**config.mk**
```make
export PLATFORM = sky130hd
export DESIGN_NAME = square_page_tiler_flat
export DESIGN_NICKNAME = d
export VERILOG_FILES = /design/src/rtl/spt_pkg.sv /design/src/rtl/spt_if.sv /design/src/rtl/square_page_tiler.sv /design/src/rtl/spt_ctrl.sv /design/src/rtl/spt_datapath.sv /design/src/flat_wrapper.sv
export SDC_FILE = /design/constraint.sdc
export NUM_CORES = 1
export LEC_CHECK = 0
export BUFFER_PORTS_ARGS = -buffer_cell sky130_fd_sc_hd__buf_4
export CAP_MARGIN = 10
export CORE_UTILIZATION = 45
export DETAILED_ROUTE_END_ITERATION = 10
export SLEW_MARGIN = 15
export SYNTH_ARGS = -nofsm -noshare
export SYNTH_HDL_FRONTEND = slang
export SYNTH_HIERARCHICAL = 1
export SYNTH_SLANG_ARGS = --single-unit
```
**constraint.sdc**
```tcl
create_clock -name clk -period 10.8 [get_ports clk]
set_input_delay 1.08 -clock clk [delete_from_list [all_inputs] [get_ports clk]]
set_output_delay 1.08 -clock clk [all_outputs]
set_load 0.01 [all_outputs]
```
**src/rtl/spt_pkg.sv**
```systemverilog
// Shared types and constants for the square page tiler.
// Holds grid sizing, opcode and result codes, controller states and the
// command and status bundles between controller and datapath.
`timescale 1ns / 1ps
`default_nettype none

package spt_pkg;

    localparam int GRID_SIDE  = 16;
    localparam int SIZE_COUNT = 4;

    localparam int COORD_W  = $clog2(GRID_SIDE);
    localparam int DIM_W    = COORD_W + 1;
    localparam int MAX_SPAN = 1 << (SIZE_COUNT - 1);
    localparam int SPAN_W   = $clog2(MAX_SPAN + 1);
    localparam int LVL_W    = (SIZE_COUNT > 1) ? $clog2(SIZE_COUNT) : 1;
    localparam int SUM_W    = ((DIM_W > SPAN_W) ? DIM_W : SPAN_W) + 1;

    // Configuration port.
    localparam int CFG_IDX_W  = 1;
    localparam int CFG_DATA_W = DIM_W;
    localparam logic [CFG_IDX_W-1:0] CFG_GRID_COLS = 1'b0;
    localparam logic [CFG_IDX_W-1:0] CFG_GRID_ROWS = 1'b1;
    localparam logic [DIM_W-1:0] DIM_RESET = DIM_W'(GRID_SIDE);

    typedef enum logic {
        OP_CLEAR = 1'b0,
        OP_PLACE = 1'b1
    } op_t;

    typedef enum logic [1:0] {
        RES_PLACED  = 2'd0,
        RES_COVERED = 2'd1,
        RES_OUTSIDE = 2'd2,
        RES_CLEARED = 2'd3
    } res_code_t;

    typedef enum logic [2:0] {
        S_IDLE,
        S_DECODE,
        S_SCAN,
        S_TAKE,
        S_RESULT
    } state_t;

    typedef struct packed {
        logic load_item;
        logic decode;
        logic next_level;
        logic off_clr;
        logic off_inc;
        logic take_row;
        logic give_up;
        logic load_result;
    } ctrl_cmd_t;

    typedef struct packed {
        logic is_clear;
        logic cell_bad;
        logic win_fits;
        logic row_conflict;
        logic last_row;
        logic last_level;
        logic out_free;
    } dp_stat_t;

endpackage

`default_nettype wire

```
**src/rtl/spt_if.sv**
```systemverilog
// Valid/ready channel interfaces for the square page tiler.
// Depends on spt_pkg for field widths.
`timescale 1ns / 1ps
`default_nettype none

interface spt_item_if;
    logic                        valid;
    logic                        ready;
    logic                        opcode;
    logic [spt_pkg::COORD_W-1:0] cell_col;
    logic [spt_pkg::COORD_W-1:0] cell_row;

    modport source (output valid, output opcode, output cell_col, output cell_row,
                    input ready);
    modport sink   (input valid, input opcode, input cell_col, input cell_row,
                    output ready);
endinterface

interface spt_result_if;
    logic                        valid;
    logic                        ready;
    logic [1:0]                  status;
    logic [spt_pkg::LVL_W-1:0]   size_level;
    logic [spt_pkg::SPAN_W-1:0]  span_cells;
    logic [spt_pkg::COORD_W-1:0] page_col;
    logic [spt_pkg::COORD_W-1:0] page_row;

    modport source (output valid, output status, output size_level, output span_cells,
                    output page_col, output page_row, input ready);
    modport sink   (input valid, input status, input size_level, input span_cells,
                    input page_col, input page_row, output ready);
endinterface

`default_nettype wire

```
**src/rtl/square_page_tiler.sv**
```systemverilog
// Top level of the square page tiler: greedy square tiling of a page grid.
// Depends on spt_pkg, spt_if, spt_ctrl and spt_datapath.
//
//   Channel  Direction  Handshake         Carries
//   item     in         valid/ready       opcode, cell_col, cell_row
//   result   out        valid/ready       status, size_level, span_cells, page_col, page_row
//   cfg      in         cfg_we (no wait)  cfg_idx, cfg_data (grid_cols, grid_rows)
//
// One item is in work at a time. A clear or a rejected place item passes through
// acceptance, decode, and the state that loads the result register. A place item
// also checks map rows (only a single one for a window size that leaves the grid)
// and then marks the rows it takes, as the cover map is read and written one row per cycle.
// Rows checked and rows marked never total more than 16.
// Reset frees the whole map at once and sets both grid registers to 16.
// A stalled result is held in the output register; the block stays in its result
// state and accepts no new item until that register is free.
`timescale 1ns / 1ps
`default_nettype none

module square_page_tiler (
    input  wire logic                           clk,
    input  wire logic                           rst_n,
    spt_item_if.sink                            item,
    spt_result_if.source                        result,
    input  wire logic                           cfg_we,
    input  wire logic [spt_pkg::CFG_IDX_W-1:0]  cfg_idx,
    input  wire logic [spt_pkg::CFG_DATA_W-1:0] cfg_data
);

    spt_pkg::ctrl_cmd_t cmd;
    spt_pkg::dp_stat_t  stat;

    spt_ctrl u_ctrl (
        .clk        (clk),
        .rst_n      (rst_n),
        .item_valid (item.valid),
        .item_ready (item.ready),
        .stat       (stat),
        .cmd        (cmd)
    );

    spt_datapath u_datapath (
        .clk            (clk),
        .rst_n          (rst_n),
        .cmd            (cmd),
        .stat           (stat),
        .cfg_we         (cfg_we),
        .cfg_idx        (cfg_idx),
        .cfg_data       (cfg_data),
        .item_opcode    (item.opcode),
        .item_col       (item.cell_col),
        .item_row       (item.cell_row),
        .out_valid      (result.valid),
        .out_ready      (result.ready),
        .out_status     (result.status),
        .out_size_level (result.size_level),
        .out_span_cells (result.span_cells),
        .out_page_col   (result.page_col),
        .out_page_row   (result.page_row)
    );

endmodule

`default_nettype wire

```
**src/rtl/spt_ctrl.sv**
```systemverilog
// Controller state machine of the square page tiler.
// Depends on spt_pkg for the state type and the command/status bundles.
`timescale 1ns / 1ps
`default_nettype none

module spt_ctrl (
    input  wire logic               clk,
    input  wire logic               rst_n,
    input  wire logic               item_valid,
    output logic                    item_ready,
    input  wire spt_pkg::dp_stat_t  stat,
    output spt_pkg::ctrl_cmd_t      cmd
);

    spt_pkg::state_t state_reg;
    spt_pkg::state_t state_next;
    logic            win_bad;

    assign win_bad = !stat.win_fits || stat.row_conflict;

    always_ff @(posedge clk or negedge rst_n)
    begin
        if (!rst_n)
        begin
            state_reg <= spt_pkg::S_IDLE;
        end
        else
        begin
            state_reg <= state_next;
        end
    end

    always_comb
    begin
        state_next = state_reg;
        unique case (state_reg)
            spt_pkg::S_IDLE:
            begin
                if (item_valid)
                begin
                    state_next = spt_pkg::S_DECODE;
                end
            end
            spt_pkg::S_DECODE:
            begin
                if (stat.is_clear || stat.cell_bad)
                begin
                    state_next = spt_pkg::S_RESULT;
                end
                else
                begin
                    state_next = spt_pkg::S_SCAN;
                end
            end
            spt_pkg::S_SCAN:
            begin
                if (win_bad)
                begin
                    if (stat.last_level)
                    begin
                        state_next = spt_pkg::S_RESULT;
                    end
                end
                else if (stat.last_row)
                begin
                    state_next = spt_pkg::S_TAKE;
                end
            end
            spt_pkg::S_TAKE:
            begin
                if (stat.last_row)
                begin
                    state_next = spt_pkg::S_RESULT;
                end
            end
            spt_pkg::S_RESULT:
            begin
                if (stat.out_free)
                begin
                    state_next = spt_pkg::S_IDLE;
                end
            end
            default:
            begin
                state_next = spt_pkg::S_IDLE;
            end
        endcase
    end

    always_comb
    begin
        cmd        = '0;
        item_ready = 1'b0;
        unique case (state_reg)
            spt_pkg::S_IDLE:
            begin
                item_ready    = 1'b1;
                cmd.load_item = item_valid;
            end
            spt_pkg::S_DECODE:
            begin
                cmd.decode = 1'b1;
            end
            spt_pkg::S_SCAN:
            begin
                // A window that leaves the grid or hits a taken cell drops to
                // the next smaller size and restarts at its first row; at the smallest size it gives up.
                if (win_bad)
                begin
                    if (stat.last_level)
                    begin
                        cmd.give_up = 1'b1;
                    end
                    else
                    begin
                        cmd.next_level = 1'b1;
                        cmd.off_clr    = 1'b1;
                    end
                end
                else if (stat.last_row)
                begin
                    cmd.off_clr = 1'b1;
                end
                else
                begin
                    cmd.off_inc = 1'b1;
                end
            end
            spt_pkg::S_TAKE:
            begin
                cmd.take_row = 1'b1;
                cmd.off_inc  = 1'b1;
            end
            spt_pkg::S_RESULT:
            begin
                cmd.load_result = stat.out_free;
            end
            default:
            begin
                cmd = '0;
            end
        endcase
    end

endmodule

`default_nettype wire

```
**src/rtl/spt_datapath.sv**
```systemverilog
// Datapath of the square page tiler: cover map rows, grid registers,
// window checking and marking, and the result output register.
// Depends on spt_pkg for widths, codes and the command/status bundles.
`timescale 1ns / 1ps
`default_nettype none

module spt_datapath (
    input  wire logic                                clk,
    input  wire logic                                rst_n,
    input  wire spt_pkg::ctrl_cmd_t                  cmd,
    output spt_pkg::dp_stat_t                        stat,
    input  wire logic                                cfg_we,
    input  wire logic [spt_pkg::CFG_IDX_W-1:0]       cfg_idx,
    input  wire logic [spt_pkg::CFG_DATA_W-1:0]      cfg_data,
    input  wire logic                                item_opcode,
    input  wire logic [spt_pkg::COORD_W-1:0]         item_col,
    input  wire logic [spt_pkg::COORD_W-1:0]         item_row,
    output logic                                     out_valid,
    input  wire logic                                out_ready,
    output logic [1:0]                               out_status,
    output logic [spt_pkg::LVL_W-1:0]                out_size_level,
    output logic [spt_pkg::SPAN_W-1:0]               out_span_cells,
    output logic [spt_pkg::COORD_W-1:0]              out_page_col,
    output logic [spt_pkg::COORD_W-1:0]              out_page_row
);

    localparam int G  = spt_pkg::GRID_SIDE;
    localparam int CW = spt_pkg::COORD_W;
    localparam int SW = spt_pkg::SUM_W;

    logic [G-1:0]                 map_reg [G];
    logic [spt_pkg::DIM_W-1:0]    cols_reg;
    logic [spt_pkg::DIM_W-1:0]    rows_reg;
    spt_pkg::op_t                 op_reg;
    logic [CW-1:0]                col_reg;
    logic [CW-1:0]                row_reg;
    spt_pkg::res_code_t           code_reg;
    logic [spt_pkg::LVL_W-1:0]    lvl_reg;
    logic [spt_pkg::LVL_W-1:0]    lvl_next;
    logic [spt_pkg::SPAN_W-1:0]   off_reg;
    logic [spt_pkg::SPAN_W-1:0]   off_next;
    logic                         out_valid_reg;
    logic [1:0]                   status_reg;
    logic [spt_pkg::LVL_W-1:0]    size_level_reg;
    logic [spt_pkg::SPAN_W-1:0]   span_cells_reg;
    logic [CW-1:0]                page_col_reg;
    logic [CW-1:0]                page_row_reg;

    logic [spt_pkg::SPAN_W-1:0]   span;
    logic [SW-1:0]                col_ext;
    logic [SW-1:0]                row_ext;
    logic [SW-1:0]                span_ext;
    logic [SW-1:0]                col_end;
    logic [SW-1:0]                row_sum;
    logic [CW-1:0]                row_addr;
    logic [G-1:0]                 win_mask;
    logic [G-1:0]                 row_next;
    logic                         outside;
    spt_pkg::res_code_t           decode_code;
    logic                         placed;

    function automatic logic [spt_pkg::DIM_W-1:0] clamp_dim(
        input logic [spt_pkg::DIM_W-1:0] v
    );
        logic [spt_pkg::DIM_W-1:0] r;
        r = v;
        if (v > spt_pkg::DIM_RESET)
        begin
            r = spt_pkg::DIM_RESET;
        end
        return r;
    endfunction

    assign span     = spt_pkg::SPAN_W'(spt_pkg::MAX_SPAN) >> lvl_reg;
    assign col_ext  = SW'(col_reg);
    assign row_ext  = SW'(row_reg);
    assign span_ext = SW'(span);
    assign col_end  = col_ext + span_ext;
    assign row_sum  = row_ext + SW'(off_reg);
    assign row_addr = row_sum[CW-1:0];
    assign outside  = (col_ext >= SW'(cols_reg)) || (row_ext >= SW'(rows_reg));

    always_comb
    begin
        for (int i = 0; i < G; i++)
        begin
            win_mask[i] = (SW'(i) >= col_ext) && (SW'(i) < col_end);
        end
    end

    assign row_next = map_reg[row_addr] | win_mask;
    assign lvl_next = lvl_reg + 1'b1;
    assign off_next = off_reg + 1'b1;

    always_comb
    begin
        if (op_reg == spt_pkg::OP_CLEAR)
        begin
            decode_code = spt_pkg::RES_CLEARED;
        end
        else if (outside)
        begin
            decode_code = spt_pkg::RES_OUTSIDE;
        end
        else if (map_reg[row_reg][col_reg])
        begin
            decode_code = spt_pkg::RES_COVERED;
        end
        else
        begin
            decode_code = spt_pkg::RES_PLACED;
        end
    end

    always_comb
    begin
        stat.is_clear     = (op_reg == spt_pkg::OP_CLEAR);
        stat.cell_bad     = (decode_code != spt_pkg::RES_PLACED);
        stat.win_fits     = (col_end <= SW'(cols_reg)) && (row_ext + span_ext <= SW'(rows_reg));
        stat.row_conflict = |(map_reg[row_addr] & win_mask);
        stat.last_row     = (off_reg == span - 1'b1);
        stat.last_level   = (lvl_reg == spt_pkg::LVL_W'(spt_pkg::SIZE_COUNT - 1));
        stat.out_free     = !out_valid_reg || out_ready;
    end

    always_ff @(posedge clk or negedge rst_n)
    begin
        if (!rst_n)
        begin
            cols_reg      <= spt_pkg::DIM_RESET;
            rows_reg      <= spt_pkg::DIM_RESET;
            lvl_reg       <= '0;
            off_reg       <= '0;
            out_valid_reg <= 1'b0;
            for (int r = 0; r < G; r++)
            begin
                map_reg[r] <= '0;
            end
        end
        else
        begin
            if (cfg_we)
            begin
                if (cfg_idx == spt_pkg::CFG_GRID_COLS)
                begin
                    cols_reg <= clamp_dim(cfg_data);
                end
                else
                begin
                    rows_reg <= clamp_dim(cfg_data);
                end
            end

            if (cmd.decode)
            begin
                lvl_reg <= '0;
                off_reg <= '0;
                if (op_reg == spt_pkg::OP_CLEAR)
                begin
                    for (int r = 0; r < G; r++)
                    begin
                        map_reg[r] <= '0;
                    end
                end
            end

            if (cmd.next_level)
            begin
                lvl_reg <= lvl_next;
            end

            if (cmd.off_clr)
            begin
                off_reg <= '0;
            end
            else if (cmd.off_inc)
            begin
                off_reg <= off_next;
            end

            if (cmd.take_row)
            begin
                map_reg[row_addr] <= row_next;
            end

            if (cmd.load_result)
            begin
                out_valid_reg <= 1'b1;
            end
            else if (out_ready)
            begin
                out_valid_reg <= 1'b0;
            end
        end
    end

    // Item and result payload registers carry no reset.
    always_ff @(posedge clk)
    begin
        if (cmd.load_item)
        begin
            op_reg  <= spt_pkg::op_t'(item_opcode);
            col_reg <= item_col;
            row_reg <= item_row;
        end

        if (cmd.decode)
        begin
            code_reg <= decode_code;
        end
        else if (cmd.give_up)
        begin
            code_reg <= spt_pkg::RES_COVERED;
        end

        if (cmd.load_result)
        begin
            status_reg <= code_reg;
            if (placed)
            begin
                size_level_reg <= lvl_reg;
                span_cells_reg <= span;
                page_col_reg   <= col_reg;
                page_row_reg   <= row_reg;
            end
            else
            begin
                size_level_reg <= '0;
                span_cells_reg <= '0;
                page_col_reg   <= '0;
                page_row_reg   <= '0;
            end
        end
    end

    assign placed = (code_reg == spt_pkg::RES_PLACED);

    assign out_valid      = out_valid_reg;
    assign out_status     = status_reg;
    assign out_size_level = size_level_reg;
    assign out_span_cells = span_cells_reg;
    assign out_page_col   = page_col_reg;
    assign out_page_row   = page_row_reg;

endmodule

`default_nettype wire
```
**src/flat_wrapper.sv**
```systemverilog
// flat-port wrapper written by rule: the top's interface ports become plain ports
module square_page_tiler_flat 
  (clk, rst_n, cfg_we, cfg_idx, cfg_data, item_valid, item_opcode, item_cell_col, item_cell_row, item_ready, result_valid, result_status, result_size_level, result_span_cells, result_page_col, result_page_row, result_ready);
  spt_item_if item_i ();
  spt_result_if result_i ();
  input  wire logic clk;
  input  wire logic rst_n;
  input  wire logic cfg_we;
  input  wire logic [spt_pkg::CFG_IDX_W-1:0] cfg_idx;
  input  wire logic [spt_pkg::CFG_DATA_W-1:0] cfg_data;
  input wire logic [$bits(item_i.valid)-1:0] item_valid;
  input wire logic [$bits(item_i.opcode)-1:0] item_opcode;
  input wire logic [$bits(item_i.cell_col)-1:0] item_cell_col;
  input wire logic [$bits(item_i.cell_row)-1:0] item_cell_row;
  output wire logic [$bits(item_i.ready)-1:0] item_ready;
  output wire logic [$bits(result_i.valid)-1:0] result_valid;
  output wire logic [$bits(result_i.status)-1:0] result_status;
  output wire logic [$bits(result_i.size_level)-1:0] result_size_level;
  output wire logic [$bits(result_i.span_cells)-1:0] result_span_cells;
  output wire logic [$bits(result_i.page_col)-1:0] result_page_col;
  output wire logic [$bits(result_i.page_row)-1:0] result_page_row;
  input wire logic [$bits(result_i.ready)-1:0] result_ready;
  assign item_i.valid = item_valid;
  assign item_i.opcode = item_opcode;
  assign item_i.cell_col = item_cell_col;
  assign item_i.cell_row = item_cell_row;
  assign item_ready = item_i.ready;
  assign result_valid = result_i.valid;
  assign result_status = result_i.status;
  assign result_size_level = result_i.size_level;
  assign result_span_cells = result_i.span_cells;
  assign result_page_col = result_i.page_col;
  assign result_page_row = result_i.page_row;
  assign result_i.ready = result_ready;
  square_page_tiler u_core (.clk(clk), .rst_n(rst_n), .item(item_i), .result(result_i), .cfg_we(cfg_we), .cfg_idx(cfg_idx), .cfg_data(cfg_data));
endmodule
```
Yosys cells after proc, flatten, opt, wreduce, memory -nomap -nowiden
Cells that the tools add are included.
{ "word_totals": {"ff_bits": 303, "latchBits": 0, "mem_bits_rw": 0, "rom_bits": 0, "in_bits": 20, "output_inout_bits": 18, "wordCells": 182, "memories": 0} }
{ "op_classes": {"n_addsub": 6, "n_mul": 0, "n_div": 0, "order_cmp": 41, "n_eq_ne": 11, "n_shift": 1, "muxes": 51, "n_bitwise": 6, "n_reduce_logical": 35} }
{ "ops": {"columns": ["op", "n"], "rows": [
  ["$mux W256", 3],
  ["$bwmux W256", 1],
  ["$bmux W16 S4", 2],
  ["$mux W16", 5],
  ["$demux W16 S4", 1],
  ["$lt A4 B5 Y1 const A", 8],
  ["$ge A4 B4 Y1 const A", 8],
  ["$mux W3", 7],
  ["$lt A3 B5 Y1 const A", 4],
  ["$logic_and A1 B1 Y1", 18],
  ["$mux W1", 17],
  ["$and A16 B16 Y16", 1],
  ["$ge A3 B4 Y1 const A", 4],
  ["$mux W2", 8],
  ["$or A16 B16 Y16", 1],
  ["$reduce_or A16 Y1", 1],
  ["$pmux W3 S5", 1],
  ["$mux W4", 3],
  ["$add A4 B4 Y5", 2],
  ["$ge A4 B5 Y1", 2],
  ["$ge A5 B5 Y1 const B", 2],
  ["$le A5 B5 Y1", 2],
  ["$lt A1 B5 Y1 const A", 2],
  ["$lt A2 B5 Y1 const A", 2],
  ["other kinds (31)", 46]
]} }

Depth between registers and ports, before layout
{ "depth": {"ltp_word": 13, "mapped_depth": 22, "ltp_nobuf": 21} }

Hierarchy
Netlist, hierarchy kept.
{ "modules_own_cells": {"columns": ["mod", "n_inst", "cells_each", "area_each_um2"], "rows": [
  ["spt_datapath", 1, 1574, 16849.9],
  ["spt_ctrl", 1, 37, 307.8]
]} }

Worst setup path before layout
Ideal clock, no wire load.
{ "synth_path": {"path_type": "flip-flop to flip-flop", "start": "reg u_core/u_datapath/off_reg[0] (netlist name)", "end": "reg u_core/u_datapath/off_reg[2] (netlist name)", "t_arrival_ps": 4278, "setup_slack_ps": 6395, "path_stages_with_launch": 19, "n_path_buf": 3, "synth_period_minus_slack_ps": 4405, "cell_sequence": "dfrtp_1 > ha_1 > fa_1 > clkbuf_1 > clkbuf_1 > clkbuf_1 > mux4_2 > mux2i_1 > mux2i_1 > a22oi_1 > nand4_1 > or4_1 > nand2b_2 > nor2_1 > nor2_1 > nor2_1 > nor2_1 > a22oi_1 > nor2_1"} }
{ "synth_rtl": {"columns": ["item", "line", "source"], "rows": [
  ["start: declaration", "spt_datapath.sv:40", "logic [spt_pkg::SPAN_W-1:0] off_reg;"],
  ["start signal: assignment", "spt_datapath.sv:178", "off_reg <= off_next;"]
]} }

==> metrics.cfg <==
[global_routing]
grtUsageMet1 = 0.373
grt_pass1_vias = 12979
grt_antenna_before_repair = 0
grt-busiest-layer = met2
grt_overflow = 0
grt_use_met2 = 0.438
grt_max_degree = 165
grt_pass1_wl_mm = 80.4
use_met3 = 0.0488
grt_use_total = 0.274

[critical_path]
cp_top_family = simple AND/OR/NAND/NOR gates
critPathMostFrequentCell = nor2_1
crit_slowest_cell = buf_4
critPathRequiredTime_ns = 11.21
start_kind = flop
crit_fanout = 68
arrival_ns = 6.24
crit_chain = buf_4 > ha_4 > fa_4 > buf_4 > mux4_2 > mux2i_1 > mux2i_1 > a22oi_1 > nand4_1 > or4_1 > nand2b_2 > nor2_1 > nor2_1 > nor2_1 > nor2_1 > a22oi_1 > nor2_1
cp_slowest_stage_delay_ns = 0.80
cp_num_buf_inv = 2
worst-setup-path-type = reg2reg
end_kind = flop

[floorplan]
ios = 38
die_w_um = 197
core_area_sq_mm = 0.0376
die_area_sq_mm = 0.0389
die_h_um = 197
rows = 71
start_util = 0.457

[routing]
vias = 13432
dr.pass1.iters = 5
postRouteAntennaNets = 0
drcViolationCount = 0
wirelength_mm = 52.4
wire_per_inst_um = 25.0
via_per_inst = 6.40
drtIter0Drc = 1226

[synthesis]
ys.flop_type = dfrtp_1
synth-warning-count = 6
yosysTopAreaCell = dfrtp_1
synth_area_sq_mm = 0.0172
synth_seq_area_share = 0.450
ys_seq_elements = 303
async_flop_share = 0.911
synthCells = 1611
synth_edf_count = 27
syn-num-nets = 1667
avgSynthCellArea_sq_um = 10.7
yosys.cell_types.count = 75
synth_top_cell_area_share = 0.400
synth_area_leaders = dfrtp_1 40%, mux4_2 14%, o21ai_0 8.2%

[timing]
maxSlewViolCount = 0
finalHoldViolations = 0
final.setup.tns_ns = 0
worstMarginPinSlew_ns = 1.12
setup_viol = 0
fmax_ghz = 0.172
slew_headroom = 0.254
period_minus_slack_ns = 5.83
rsz0062_at_grt = false
min_period_over_period = 0.540
clock_skew_ns = 0.0171

[final_layout]
largest_reg_flops = 256
finalInstanceArea_sq_mm = 0.0189
antennaDiodeCount = 0
nFillCells = 3368
layout.nets = 1617
seqCellArea_sq_mm = 0.00772
multiInputGateArea_sq_mm = 0.00879
syn_to_final_growth_pct = 10.4
layout-drive-gt1-share = 0.166

[placed_design]
place_area_sq_mm = 0.0177
dp_hpwl_mm = 32.0
place_congestion = 0.911
io_buffers = 37

[pwr]
p_per_area_mw_per_mm2 = 211
p_leak_nw = 7.92
ir_worst_vdd_uv = 164

[job]
cap_violations = 0

[cts]
cts_made_buffers = 35
h-tree-depth = 2
cts_tree = built
clockBufferDepth = 3
clk_pin_slew_worst_paths_ns = 0.06
clkSinkCount = 303
holdBufCountCts = 0
cts-resized-gates = 0
cts_root_buffer = clkbuf_16
post_cts_buffers = 0
clock_latency_ns = 0.54

[status]
status = finished clean

[hold_path]
holdCritPathClass = reg2reg

-- worst paths after layout --
path | startpoint | endpoint | depth (start not counted) | slack [ns]
setup / recovery | u_core/u_datapath/row_reg[0] | u_core/u_datapath/off_reg[3] | 17 | 4.97
hold / removal | u_core/u_datapath/cols_reg[1] | u_core/u_datapath/cols_reg[1] | 2 | 0.49
setup reg to reg | u_core/u_datapath/row_reg[0] | u_core/u_datapath/off_reg[3] | 17 | 4.97
hold reg to reg | u_core/u_datapath/cols_reg[1] | u_core/u_datapath/cols_reg[1] | 2 | 0.49
max in group asynchronous | rst_n | u_core/u_datapath/map_reg[145] | 2 | 8.77
min in group asynchronous | rst_n | u_core/u_datapath/rows_reg[3] | 1 | 0.59
-- tightest hold or removal path: stages (launching register included) --
cell,delay (ns)
dfrtp_1,0.34
nand2_1,0.05
o21ai_0,0.06
-- report_power, final --
group / switching [mW] / internal (mW)
clock network: 0.494 / 0.754
registers: 0.0900 / 1.24
logic: 0.954 / 0.459
total: 1.54 / 2.46
-- area by class of cell --
class	instances	share of cell area
Multi-Input combinational cell	1134	0.464
Tap cell	511	0.0338
Clock inverter	19	0.0126
Sequential cell	303	0.408
Timing Repair Buffer	63	0.0260
Inverter	24	0.00476
Clock buffer	44	0.0507
-- cells in the mapped netlist, types with 15 or more instances --
master and count:
mux4_2 104, nand2b_1 15, dfrtp_1 274, buf_1 17
mux2i_1 102, a21oi_1 24, nor3_1 16, nand2_1 65
buf_2 17, inv_1 19, ha_1 35, nand3_1 270
nor2_1 43, edfxtp_1 27, nor2b_1 16, clkbuf_1 109
a22oi_1 19, o21ai_0 280
-- logic make-up (layout without fill, tap and decap cells) --
group / after synthesis / in the layout / synth area share
buffers and inverters: 174 / 150 / 0.0415
DFF: 303 / 303 / 0.450
muxes: 212 / 212 / 0.200
and+or+nand+nor: 469 / 469 / 0.137
xor gates and xnor gates: 17 / 17 / 0.00977
AOI/OAI and AO/OA: 400 / 400 / 0.135
adders and majority gates: 36 / 36 / 0.0267
-- per-layer routing --
layer	part of all wire	up-vias
li1	-	5952
met1	0.42	6753
met2	0.46	602
met3	0.083	125
met4	0.037	0
met5	0	-
-- per-stage QoR --
step / hold WS (ns) / power [mW] / util / worst slack [ns] / cells
after floorplan: 0.424 / 2.32 / - / 6.40 / 1611
after global placement: 0.471 / 2.72 / 0.472 / 5.18 / 2035
after detailed placement: 0.477 / 2.74 / 0.472 / 5.05 / 2035
after CTS: 0.491 / 3.99 / 0.504 / 5.06 / 2098
after global routing: 0.529 / 4.17 / 0.504 / 4.69 / 2098
final: 0.489 / 3.99 / 0.504 / 4.97 / 2098
-- layout by cell type, fill, tap and decap left out, drive strengths merged, types with 4 or more instances in the layout --
| cell type | Yosys | layout |
|---|---|---|
| o21ai | 281 | 281 |
| dfrtp | 274 | 274 |
| nand3 | 270 | 270 |
| mux4 | 104 | 104 |
| mux2i | 102 | 102 |
| nand2 | 65 | 65 |
| buf | 41 | 63 |
| clkbuf | 109 | 44 |
| nor2 | 43 | 43 |
| ha | 35 | 35 |
| edfxtp | 27 | 27 |
| a21oi | 26 | 26 |
| inv | 21 | 23 |
| a22oi | 19 | 19 |
| nor3 | 17 | 17 |
| nand2b | 17 | 17 |
| nor2b | 16 | 16 |
| clkinv | 3 | 15 |
| a221oi | 12 | 12 |
| and2 | 12 | 12 |
| a31oi | 11 | 11 |
| xor2 | 9 | 9 |
| a21o | 8 | 8 |
| xnor2 | 8 | 8 |
| nand4 | 7 | 7 |
| o2111ai | 7 | 7 |
| mux2 | 6 | 6 |
| and3 | 6 | 6 |
| bufinv | 0 | 5 |
| o22ai | 5 | 5 |
| o211ai | 5 | 5 |
| a211oi | 5 | 5 |
| or2 | 4 | 4 |
(Power assumes the default switching activity.)
